--- config.mk ---
export PLATFORM = sky130hd
export DESIGN_NAME = priority_ordered_ready_queue
export DESIGN_NICKNAME = d
export VERILOG_FILES = /design/src/prq_pkg.sv /design/src/prq_ram.sv /design/src/prq_datapath.sv /design/src/prq_ctrl.sv /design/src/priority_ordered_ready_queue.sv
export SDC_FILE = /design/constraint.sdc
export NUM_CORES = 1
export LEC_CHECK = 0
export BUFFER_PORTS_ARGS = -buffer_cell sky130_fd_sc_hd__buf_2
export CORE_ASPECT_RATIO = 0.7
export CORE_MARGIN = 3
export CORE_UTILIZATION = 29
export DETAILED_ROUTE_END_ITERATION = 10
export GPL_TIMING_DRIVEN = 0
export PLACE_DENSITY = 0.45
export SYNTH_ARGS = -nofsm -noshare
export SYNTH_HDL_FRONTEND = slang
export SYNTH_SLANG_ARGS = --single-unit
--- constraint.sdc ---
create_clock -name clk -period 4.2 [get_ports clk]
set_input_delay 0.63 -clock clk [delete_from_list [all_inputs] [get_ports clk]]
set_output_delay 0.63 -clock clk [all_outputs]
set_load 0.03 [all_outputs]
--- src/prq_pkg.sv ---
// shared types and constants for the priority ordered ready queue
// no dependencies; imported by every module of the block but prq_ram
`default_nettype none

package prq_pkg;

  // default sizing, used as the defaults of the top level parameters
  localparam int QUEUE_DEPTH_DEF  = 16;
  localparam int ID_BITS_DEF      = 8;
  localparam int LOWEST_LEVEL_DEF = 3;

  // fixed port widths of the request and result fields
  localparam int ID_W   = 8;
  localparam int PRIO_W = 2;

  // request opcodes
  localparam logic OP_INSERT = 1'b0;
  localparam logic OP_POP    = 1'b1;

  // controller states
  typedef enum logic [2:0] {
    ST_IDLE,
    ST_INS_WALK,
    ST_INS_FIRST,
    ST_POP_HEAD,
    ST_POP_SHIFT,
    ST_REPORT
  } state_t;

  // walk pointer update
  typedef enum logic [2:0] {
    PTR_HOLD,
    PTR_TAIL,
    PTR_ZERO,
    PTR_INC,
    PTR_DEC
  } ptr_op_t;

  // slot memory write selection
  typedef enum logic [2:0] {
    WR_NONE,
    WR_SHIFT_UP,
    WR_NEW_ABOVE,
    WR_NEW_ZERO,
    WR_SHIFT_DN
  } wr_op_t;

  // entry counter update
  typedef enum logic [1:0] {
    CNT_HOLD,
    CNT_INC,
    CNT_DEC
  } cnt_op_t;

  // commands from controller to datapath
  typedef struct packed {
    logic    load;
    logic    set_ovf;
    logic    take_head;
    ptr_op_t ptr_op;
    wr_op_t  wr_op;
    cnt_op_t cnt_op;
  } ctrl_cmd_t;

  // status from datapath to controller
  typedef struct packed {
    logic full;
    logic empty;
    logic new_before;
    logic ptr_zero;
    logic ptr_last;
  } dp_status_t;

endpackage

`default_nettype wire

--- src/prq_ram.sv ---
// generic single write port, single read port ram with registered read
// no dependencies
`default_nettype none

module prq_ram #(
  parameter int WIDTH = 8,
  parameter int DEPTH = 16
) (
  input  wire logic                     clk,
  input  wire logic                     we,
  input  wire logic [$clog2(DEPTH)-1:0] waddr,
  input  wire logic [WIDTH-1:0]         wdata,
  input  wire logic [$clog2(DEPTH)-1:0] raddr,
  output logic      [WIDTH-1:0]         rdata
);

  logic [WIDTH-1:0] mem [DEPTH];

  // write port
  always_ff @(posedge clk) begin
    if (we) begin
      mem[waddr] <= wdata;
    end
  end

  // registered read port
  always_ff @(posedge clk) begin
    rdata <= mem[raddr];
  end

endmodule

`default_nettype wire

--- src/prq_datapath.sv ---
// datapath: sorted slot memory, entry counter, walk pointer, result registers
// depends on prq_pkg and prq_ram
`default_nettype none

module prq_datapath import prq_pkg::*; #(
  parameter int QUEUE_DEPTH  = QUEUE_DEPTH_DEF,
  parameter int ID_BITS      = ID_BITS_DEF,
  parameter int LOWEST_LEVEL = LOWEST_LEVEL_DEF
) (
  input  wire logic                               clk,
  input  wire logic                               rst,
  input  wire ctrl_cmd_t                          cmd,
  output dp_status_t                              status,
  input  wire logic [PRIO_W-1:0]                  priority_req,
  input  wire logic [ID_W-1:0]                    proc_id,
  output logic                                    popped_valid,
  output logic      [ID_W-1:0]                    popped_id,
  output logic      [PRIO_W-1:0]                  popped_priority,
  output logic                                    overflow,
  output logic                                    queue_empty,
  output logic      [$clog2(QUEUE_DEPTH+1)-1:0]   occupancy
);

  localparam int AW  = $clog2(QUEUE_DEPTH);
  localparam int CW  = $clog2(QUEUE_DEPTH + 1);
  localparam int PW  = $clog2(LOWEST_LEVEL + 1);
  localparam int IW  = ID_BITS;
  localparam int EW  = PW + IW;
  localparam int IWX = (IW > ID_W) ? IW : ID_W;
  localparam int PWX = (PW > PRIO_W) ? PW : PRIO_W;

  logic [CW-1:0]  cnt;
  logic [CW-1:0]  cnt_m1;
  logic [AW-1:0]  ptr;
  logic [AW-1:0]  ptr_next;
  logic [PW-1:0]  new_prio;
  logic [IW-1:0]  new_id;
  logic [PW-1:0]  pop_prio;
  logic [IW-1:0]  pop_id;
  logic           pop_valid;
  logic           ovf;

  logic [PWX-1:0] prio_x;
  logic [PWX-1:0] prio_clamp;
  logic [IWX-1:0] id_in_x;
  logic [IWX-1:0] id_out_x;
  logic [PWX-1:0] prio_out_x;

  logic           we;
  logic [AW-1:0]  waddr;
  logic [EW-1:0]  wdata;
  logic [EW-1:0]  rdata;
  logic [PW-1:0]  r_prio;
  logic [IW-1:0]  r_id;

  assign cnt_m1 = cnt - CW'(1);
  assign r_prio = rdata[EW-1:IW];
  assign r_id   = rdata[IW-1:0];

  // clamp requested level into 1..LOWEST_LEVEL, keep low id bits
  always_comb begin
    prio_x = PWX'(priority_req);
    if (prio_x == '0) begin
      prio_clamp = PWX'(1);
    end else if (prio_x > PWX'(LOWEST_LEVEL)) begin
      prio_clamp = PWX'(LOWEST_LEVEL);
    end else begin
      prio_clamp = prio_x;
    end
  end

  assign id_in_x = IWX'(proc_id);

  // request and result registers
  always_ff @(posedge clk) begin
    if (cmd.load) begin
      new_prio  <= prio_clamp[PW-1:0];
      new_id    <= id_in_x[IW-1:0];
      ovf       <= cmd.set_ovf;
      pop_valid <= 1'b0;
      pop_prio  <= '0;
      pop_id    <= '0;
    end else if (cmd.take_head) begin
      pop_valid <= 1'b1;
      pop_prio  <= r_prio;
      pop_id    <= r_id;
    end
  end

  // walk pointer; the memory read address follows it so rdata is slot[ptr]
  always_comb begin
    case (cmd.ptr_op)
      PTR_TAIL: ptr_next = cnt_m1[AW-1:0];
      PTR_ZERO: ptr_next = '0;
      PTR_INC:  ptr_next = ptr + AW'(1);
      PTR_DEC:  ptr_next = ptr - AW'(1);
      default:  ptr_next = ptr;
    endcase
  end

  always_ff @(posedge clk) begin
    if (rst) begin
      ptr <= '0;
    end else begin
      ptr <= ptr_next;
    end
  end

  // entry counter
  always_ff @(posedge clk) begin
    if (rst) begin
      cnt <= '0;
    end else begin
      case (cmd.cnt_op)
        CNT_INC: cnt <= cnt + CW'(1);
        CNT_DEC: cnt <= cnt_m1;
        default: cnt <= cnt;
      endcase
    end
  end

  // slot memory write selection
  always_comb begin
    we    = 1'b1;
    waddr = ptr;
    wdata = rdata;
    case (cmd.wr_op)
      WR_SHIFT_UP: begin
        waddr = ptr + AW'(1);
        wdata = rdata;
      end
      WR_NEW_ABOVE: begin
        waddr = ptr + AW'(1);
        wdata = {new_prio, new_id};
      end
      WR_NEW_ZERO: begin
        waddr = '0;
        wdata = {new_prio, new_id};
      end
      WR_SHIFT_DN: begin
        waddr = ptr - AW'(1);
        wdata = rdata;
      end
      default: begin
        we = 1'b0;
      end
    endcase
  end

  prq_ram #(
    .WIDTH(EW),
    .DEPTH(QUEUE_DEPTH)
  ) u_slots (
    .clk  (clk),
    .we   (we),
    .waddr(waddr),
    .wdata(wdata),
    .raddr(ptr_next),
    .rdata(rdata)
  );

  // status back to the controller
  always_comb begin
    status.full       = (cnt == CW'(QUEUE_DEPTH));
    status.empty      = (cnt == '0);
    status.new_before = (new_prio < r_prio) || ((new_prio == r_prio) && (new_id < r_id));
    status.ptr_zero   = (ptr == '0);
    status.ptr_last   = (ptr == cnt_m1[AW-1:0]);
  end

  // result fields at their port widths
  assign id_out_x        = IWX'(pop_id);
  assign prio_out_x      = PWX'(pop_prio);
  assign popped_valid    = pop_valid;
  assign popped_id       = id_out_x[ID_W-1:0];
  assign popped_priority = prio_out_x[PRIO_W-1:0];
  assign overflow        = ovf;
  assign queue_empty     = (cnt == '0);
  assign occupancy       = cnt;

endmodule

`default_nettype wire

--- src/prq_ctrl.sv ---
// controller: sequences insert walks and pop shifts over the slot memory
// depends on prq_pkg
`default_nettype none

module prq_ctrl import prq_pkg::*; (
  input  wire logic       clk,
  input  wire logic       rst,
  input  wire logic       start,
  input  wire logic       opcode,
  input  wire dp_status_t status,
  output ctrl_cmd_t       cmd,
  output logic            busy,
  output logic            done
);

  state_t state;
  state_t state_next;

  // state register
  always_ff @(posedge clk) begin
    if (rst) begin
      state <= ST_IDLE;
    end else begin
      state <= state_next;
    end
  end

  // next state and commands
  always_comb begin
    state_next    = state;
    cmd.load      = 1'b0;
    cmd.set_ovf   = 1'b0;
    cmd.take_head = 1'b0;
    cmd.ptr_op    = PTR_HOLD;
    cmd.wr_op     = WR_NONE;
    cmd.cnt_op    = CNT_HOLD;
    busy          = 1'b1;
    done          = 1'b0;
    case (state)
      ST_IDLE: begin
        busy = 1'b0;
        if (start) begin
          cmd.load = 1'b1;
          if (opcode == OP_INSERT) begin
            if (status.full) begin
              cmd.set_ovf = 1'b1;
              state_next  = ST_REPORT;
            end else if (status.empty) begin
              state_next = ST_INS_FIRST;
            end else begin
              cmd.ptr_op = PTR_TAIL;
              state_next = ST_INS_WALK;
            end
          end else begin
            if (status.empty) begin
              state_next = ST_REPORT;
            end else begin
              cmd.ptr_op = PTR_ZERO;
              state_next = ST_POP_HEAD;
            end
          end
        end
      end
      // walk from the tail, moving up every entry with a strictly greater key
      ST_INS_WALK: begin
        if (status.new_before) begin
          cmd.wr_op = WR_SHIFT_UP;
          if (status.ptr_zero) begin
            state_next = ST_INS_FIRST;
          end else begin
            cmd.ptr_op = PTR_DEC;
          end
        end else begin
          cmd.wr_op  = WR_NEW_ABOVE;
          cmd.cnt_op = CNT_INC;
          state_next = ST_REPORT;
        end
      end
      // new entry becomes the head
      ST_INS_FIRST: begin
        cmd.wr_op  = WR_NEW_ZERO;
        cmd.cnt_op = CNT_INC;
        state_next = ST_REPORT;
      end
      // head entry arrives from memory
      ST_POP_HEAD: begin
        cmd.take_head = 1'b1;
        if (status.ptr_last) begin
          cmd.cnt_op = CNT_DEC;
          state_next = ST_REPORT;
        end else begin
          cmd.ptr_op = PTR_INC;
          state_next = ST_POP_SHIFT;
        end
      end
      // move remaining entries down by one slot
      ST_POP_SHIFT: begin
        cmd.wr_op = WR_SHIFT_DN;
        if (status.ptr_last) begin
          cmd.cnt_op = CNT_DEC;
          state_next = ST_REPORT;
        end else begin
          cmd.ptr_op = PTR_INC;
        end
      end
      ST_REPORT: begin
        done       = 1'b1;
        state_next = ST_IDLE;
      end
      default: begin
        state_next = ST_IDLE;
      end
    endcase
  end

endmodule

`default_nettype wire

--- src/priority_ordered_ready_queue.sv ---
// priority ordered ready queue: one request in, one result strobed by done.
// an insert on an empty queue writes the head at once, and one on a full queue is dropped;
// else its time grows with the walk from the tail over the single read port, up to n entries.
// a pop's time is set by the shift of the remaining entries; a pop on an empty queue just reports.
// done marks the last busy cycle, so a result comes in the cycle before the next request can.
// the result fields hold until the next request is taken; synchronous reset empties the queue.
`default_nettype none

module priority_ordered_ready_queue import prq_pkg::*; #(
  parameter int QUEUE_DEPTH  = QUEUE_DEPTH_DEF,
  parameter int ID_BITS      = ID_BITS_DEF,
  parameter int LOWEST_LEVEL = LOWEST_LEVEL_DEF
) (
  input  wire logic                             clk,
  input  wire logic                             rst,
  input  wire logic                             start,
  output logic                                  busy,
  input  wire logic                             opcode,
  input  wire logic [PRIO_W-1:0]                priority_req,
  input  wire logic [ID_W-1:0]                  proc_id,
  output logic                                  done,
  output logic                                  popped_valid,
  output logic      [ID_W-1:0]                  popped_id,
  output logic      [PRIO_W-1:0]                popped_priority,
  output logic                                  overflow,
  output logic                                  queue_empty,
  output logic      [$clog2(QUEUE_DEPTH+1)-1:0] occupancy
);

  ctrl_cmd_t  cmd;
  dp_status_t status;

  prq_ctrl u_ctrl (
    .clk   (clk),
    .rst   (rst),
    .start (start),
    .opcode(opcode),
    .status(status),
    .cmd   (cmd),
    .busy  (busy),
    .done  (done)
  );

  prq_datapath #(
    .QUEUE_DEPTH (QUEUE_DEPTH),
    .ID_BITS     (ID_BITS),
    .LOWEST_LEVEL(LOWEST_LEVEL)
  ) u_datapath (
    .clk            (clk),
    .rst            (rst),
    .cmd            (cmd),
    .status         (status),
    .priority_req   (priority_req),
    .proc_id        (proc_id),
    .popped_valid   (popped_valid),
    .popped_id      (popped_id),
    .popped_priority(popped_priority),
    .overflow       (overflow),
    .queue_empty    (queue_empty),
    .occupancy      (occupancy)
  );

  // a dropped insert only happens on a full queue
  a_ovf_full: assert property (@(posedge clk) disable iff (rst)
    done && overflow |-> occupancy == ($clog2(QUEUE_DEPTH+1))'(QUEUE_DEPTH))
    else $error("overflow reported while queue not full");

  // a result never both returns an entry and flags a dropped insert
  a_pop_no_ovf: assert property (@(posedge clk) disable iff (rst)
    done && popped_valid |-> !overflow)
    else $error("pop result carries overflow");

  // occupancy never exceeds the queue depth
  a_occ_bound: assert property (@(posedge clk) disable iff (rst)
    occupancy <= ($clog2(QUEUE_DEPTH+1))'(QUEUE_DEPTH))
    else $error("occupancy beyond depth");

  // an accepted request keeps the block busy until its result
  a_busy_after_start: assert property (@(posedge clk) disable iff (rst)
    start && !busy |=> busy)
    else $error("request not held busy");

endmodule

`default_nettype wire

Yosys cells after proc, flatten, opt, wreduce, memory -nomap -nowiden
Memories as Yosys holds them, arrays and structs flattened. A register that Yosys moved wholly into a read port is not among the register bits. Index checks and enable logic that the tools add are counted.

Bits in registers: 34. RAM bits: 160. Input bits: 14. Memories kept: 1.

$add $sub $neg: 4. Order comparisons: 3. Equality and inequality tests: 21. Muxes and demuxes: 39. Bitwise operators: 2. Reduce and logical (&&, ||, !) cells: 14.

Memory list: u_datapath.u_slots.mem (words 16, width 10, rd ports 1, clocked after Yosys merged registers in 1, wr ports 1, RTL line prq_ram.sv:17) `logic [WIDTH-1:0] mem [DEPTH];`.

Operators with widths (number): two-way mux 3 bit (12); == test 3 x 2 -> 1 bit, second input constant (6); one-hot mux 3 bit (3 select lines) (2); two-way mux 2 bit (8); one-hot mux 4 bit (4 select lines) (1); one-hot mux 3 bit (5 select lines) (1); == test 3 bit, second input constant (4); one-hot mux 4 bit (3 select lines) (1); two-way mux 1 bit (11); two-way mux 10 bit (1); one-hot mux 5 bit (2 select lines) (1); == test 3 x 1 -> 1 bit, second input constant (3); less-than comparator 8 bit (1); OR reduction 2 bit (4); one-hot mux 2 bit (3 select lines) (1); adder 5 x 1 -> 5 bit, second input constant (1); == test 5 bit, second input constant (1); zero test 5 bit (1); subtractor 5 x 1 -> 5 bit, second input constant (1); adder 4 x 1 -> 4 bit, second input constant (1); == test 4 bit (1); zero test 4 bit (1); != test 2 bit, second input constant (2); OR reduction 4 bit (1); other kinds (15) (16).

Depth between registers and ports, before layout
Word-level depth: 10. Mapped depth: 14. Depth with buffers taken out: 13.

By module
A second synthesis with hierarchy kept.

Cells, all modules: 565. Area, all modules: 8763.4 µm².

Modules (own cells, without submodules): prq_ram (instances 1, cells each 279, area each 6353.6 µm², sequential area each 5004.8 µm²); prq_datapath (instances 1, cells each 237, area each 2065.7 µm², sequential area each 730.7 µm²); prq_ctrl (instances 1, cells each 49, area each 344.1 µm², sequential area each 60.1 µm²).

Worst setup path after synthesis
OpenSTA, ideal clock, no wires.

Path kind: reg2reg. Start point: reg u_datapath.cnt[0], in the netlist u_datapath.occupancy[0]. End point: reg u_datapath.u_slots.rdata[3], read port of u_datapath.u_slots.mem. Setup time: 0.144 ns. Data arrival time: 3.128 ns. Slack: 0.928 ns. Cell stages (with the launch flop): 13. Clock period less this slack: 3.272 ns. Path through: dfxtp_1 -> buf_2 -> inv_1 -> ha_1 -> xor2_1 -> a32o_1 -> o211ai_4 -> a21oi_4 -> o22ai_4 -> buf_6 -> mux4_1 -> a22oi_1 -> o211ai_1.

Longest elaborated chain between the ends: 8. Elaborated cells on any way between the ends: 16. Those cells by class: add/sub: 1; eq/ne: 6; mux: 8; reduce/logical: 1.

RTL lines: start: declaration (RTL line prq_datapath.sv:32) `logic [CW-1:0] cnt;`; start signal: assignment (RTL line prq_datapath.sv:115) `CNT_INC: cnt <= cnt + CW'(1);`; start signal: assignment (RTL line prq_datapath.sv:116) `CNT_DEC: cnt <= cnt_m1;`; start signal: assignment (RTL line prq_datapath.sv:117) `default: cnt <= cnt;`; parallel branches: the longest is 7 deep, another holds subtractor 5 x 1 -> 5 bit; one-hot mux 4 bit (4 select lines) * (RTL line prq_datapath.sv:92) `case (cmd.ptr_op)`; end: declaration (RTL line prq_ram.sv:14) `output logic [WIDTH-1:0] rdata`.

Mark *: on every way between the ends. A chain may end at the register's enable or synchronous reset.

Worst setup path after layout
Ends and elaborated chain as after synthesis.

==> results by group <==
CTS
  – Clk buf depth: 3
  – Root buffer cell: clkbuf_16
  – CTS tree: yes
  – Post-CTS Hold Buffers: 0
  – Clock transition at path regs: 0.06 ns
  – Clock latency at the later pin of the worst-skew pair: 0.51 ns
  – Clock sinks: 204
  – Cts bufs inserted: 22
  – Setup Buffers After CTS: 0
  – Number of gates resized after cts: 0
  – # H-tree levels: 1

Drt
  – Drt initial violations: 495
  – Post-route DRC: 0
  – Final ANT Viol Nets: 0
  – Routed len/inst: 20.5 um
  – Final wirelength: 22800 um
  – Vias per std cell: 4.98
  – DR vias: 5519
  – Drt first pass iters: 5

Global routing
  – Number of global-route vias before repair: 5341
  – GRT Overall Usage: 0.136
  – Largest net degree at the start of global routing: 21
  – Antenna violations before repair: 2
  – Grt total ovfl: 0
  – First-pass GRT wire length: 34200 um

Setup path
  – Worst setup path category: register to register
  – Critical Path AT: 4.33 ns
  – Crit start category: register
  – Worst path max stage delay: 0.58 ns
  – Crit path capture type: register
  – Required time of the critical path: 4.54 ns
  – Worst path slowest cell: mux4_1
  – Crit-path cells: buf_2 > inv_1 > ha_1 > xor2_1 > nand3_1 > o21ai_1 > o21ai_2 > o22ai_4 > buf_6 > mux4_1 > a22oi_1 > o211ai_1
  – Max FO, Critical Path: 10

Die
  – Core area: 30300 um2
  – Ports: 34
  – FP Rows: 53
  – Vert. Die Dim: 153 um
  – DIE WIDTH: 217 um
  – Die area: 33200 um2
  – Initial Util: 0.297

Timing
  – Worst rel slew slack: 0.208
  – Final Cycle Share: 0.950
  – Fmax: 251 MHz
  – Max Transition Viols Final: 0
  – Setup Viol. Count Final: 0
  – Setup Skew: 0.0121 ns
  – Final hold violation count: 0
  – Actual slew at the worst max-slew pin: 1.18 ns
  – Final Critical Period: 3.99 ns
  – Unrepaired setup endpoints after global routing: no
  – Setup TNS Final: 0 ns

Yosys
  – Number of synthesized flops with an enable pin: 171
  – Register area share after synthesis: 0.644
  – Ys async rst share: 0
  – Gate Count Post-Synth: 619
  – Flop and latch count out of synthesis: 204
  – Net count after synthesis: 648
  – Post-synthesis cell type count: 70
  – Post-Syn Area: 9000 um2
  – Syn_area_per_cell: 14.5 um2
  – Primary FF master, synth: edfxtp_1
  – Synthesis Warnings: 0

Final layout
  – Most frequent cells in the layout: edfxtp_1 (171), buf_2 (44), nand2_1 (44), nor2_1 (37)
  – Layout cells sized above 1: 0.192
  – Area growth syn-to-layout: 16.1%
  – Antenna cells: 0
  – Final Util: 0.345
  – Leading cell type in the layout, fill and taps excluded: edfxtp_1
  – # fillers: 2961
  – Multi-input gate area: 2880 um2
  – Final #Nets: 710
  – Storage element area: 5800 um2

Job
  – Max_cap viols: 0

Placement
  – I/O Buffers: 32
  – GPL Wtd Cong: 0.800
  – DPL Wire Length: 16300 um

Hold path
  – Hold Crit Class: primary input to register

Run status
  – Status: finished, final reports clean
## final cells by class
| cell class | instances | share of cell area |
|---|---|---|
| plain buffers | 35 | 0.0194 |
| clock buffers | 28 | 0.0569 |
| clock inverters | 12 | 0.0105 |
| inverters | 33 | 0.0119 |
| multi-input cells | 347 | 0.276 |
| flip-flops and latches | 204 | 0.555 |
| well taps | 412 | 0.0494 |
| repair buffers | 38 | 0.0211 |
## critical path: cells and delay by family, from the launching register on
family / cells / cell delay [ns]
adder cells (fa/ha/maj): 1 / 0.37
flip-flops: 1 / 0.36
buffers and inverters: 3 / 0.59
multiplexers: 1 / 0.58
AND/OR/NAND/NOR: 1 / 0.23
AO/OA/AOI/OAI: 5 / 1.48
XOR/XNOR: 1 / 0.22
## kinds of logic (layout without fill, tap and decap cells)
kind of cell | after synthesis | in the layout | synth area share
and+or+nand+nor | 124 | 124 | 0.0680
adders and majority gates | 15 | 15 | 0.0209
xor gates and xnor gates | 13 | 13 | 0.0142
DFF | 204 | 204 | 0.644
buffers and inverters | 68 | 146 | 0.0363
muxes | 67 | 67 | 0.109
AOI/OAI and AO/OA | 128 | 128 | 0.107
## layer usage
layer,vias to the layer above,wire (um),GRT usage
met5,-,0,0
met4,0,296,0.0241
met3,30,1500,0.0256
met2,156,9770,0.199
met1,2816,11200,0.211
li1,2517,-,-
## flip-flops by register name (all words and copies together), names as in the netlist
signal,count
u_datapath.new_id,8
u_datapath.u_slots.rdata,10
u_datapath.overflow,1
u_datapath.popped_valid,1
u_ctrl.state,3
u_datapath.u_slots.mem,160
u_datapath.popped_priority,2
u_datapath.popped_id,8
u_datapath.new_prio,2
u_datapath.ptr,4
u_datapath.occupancy,5
## per-stage QoR
step,area (um2),hold WS (ns),worst slack (ns),std cells
4_1_cts,10400,0.276,0.267,1109
3_5_place_dp,9740,0.447,0.279,1069
5_1_grt,10400,0.276,0.0236,1109
2_1_floorplan,9000,0.432,0.928,619
3_3_place_gp,9670,0.444,-0.180,1063
6_report,10400,0.294,0.210,1109
## final timing paths
check                                             from                                   end  slack, ns  depth (start not counted)
setup reg to reg  u_datapath.occupancy[0]$_SDFFE_PP0P_   u_datapath.u_slots.rdata[3]$_DFF_P_       0.21                         12
hold reg to reg   u_datapath.popped_id[2]$_SDFFE_PP0P_  u_datapath.popped_id[2]$_SDFFE_PP0P_       0.45                          2
setup / recovery  u_datapath.occupancy[0]$_SDFFE_PP0P_   u_datapath.u_slots.rdata[3]$_DFF_P_       0.21                         12
hold / removal                              proc_id[3]        u_datapath.new_id[3]$_DFFE_PP_       0.29                          1
## Yosys cell counts (all sizes together), types with 4 or more instances
master    n  share of area
nand2b    6         0.0042
nand2    44          0.018
o21ai    23          0.015
o311ai   11          0.012
clkbuf   13         0.0054
o211ai   34          0.030
ha       15          0.021
mux4     20          0.054
mux2i    24          0.027
inv      33          0.014
nor2     37          0.015
xor2      8         0.0078
a22oi    10         0.0083
a21oi    20          0.012
dfxtp    33          0.073
o22ai     5         0.0050
mux2     23          0.029
xnor2     4         0.0039
or3       5         0.0035
nor2b     6         0.0042
nor3      7         0.0057
buf      22          0.017
edfxtp  171           0.57
Power is left out: the tool's default activity adds up to more than one toggle a clock period on the data nets, which glitch-free logic cannot reach.
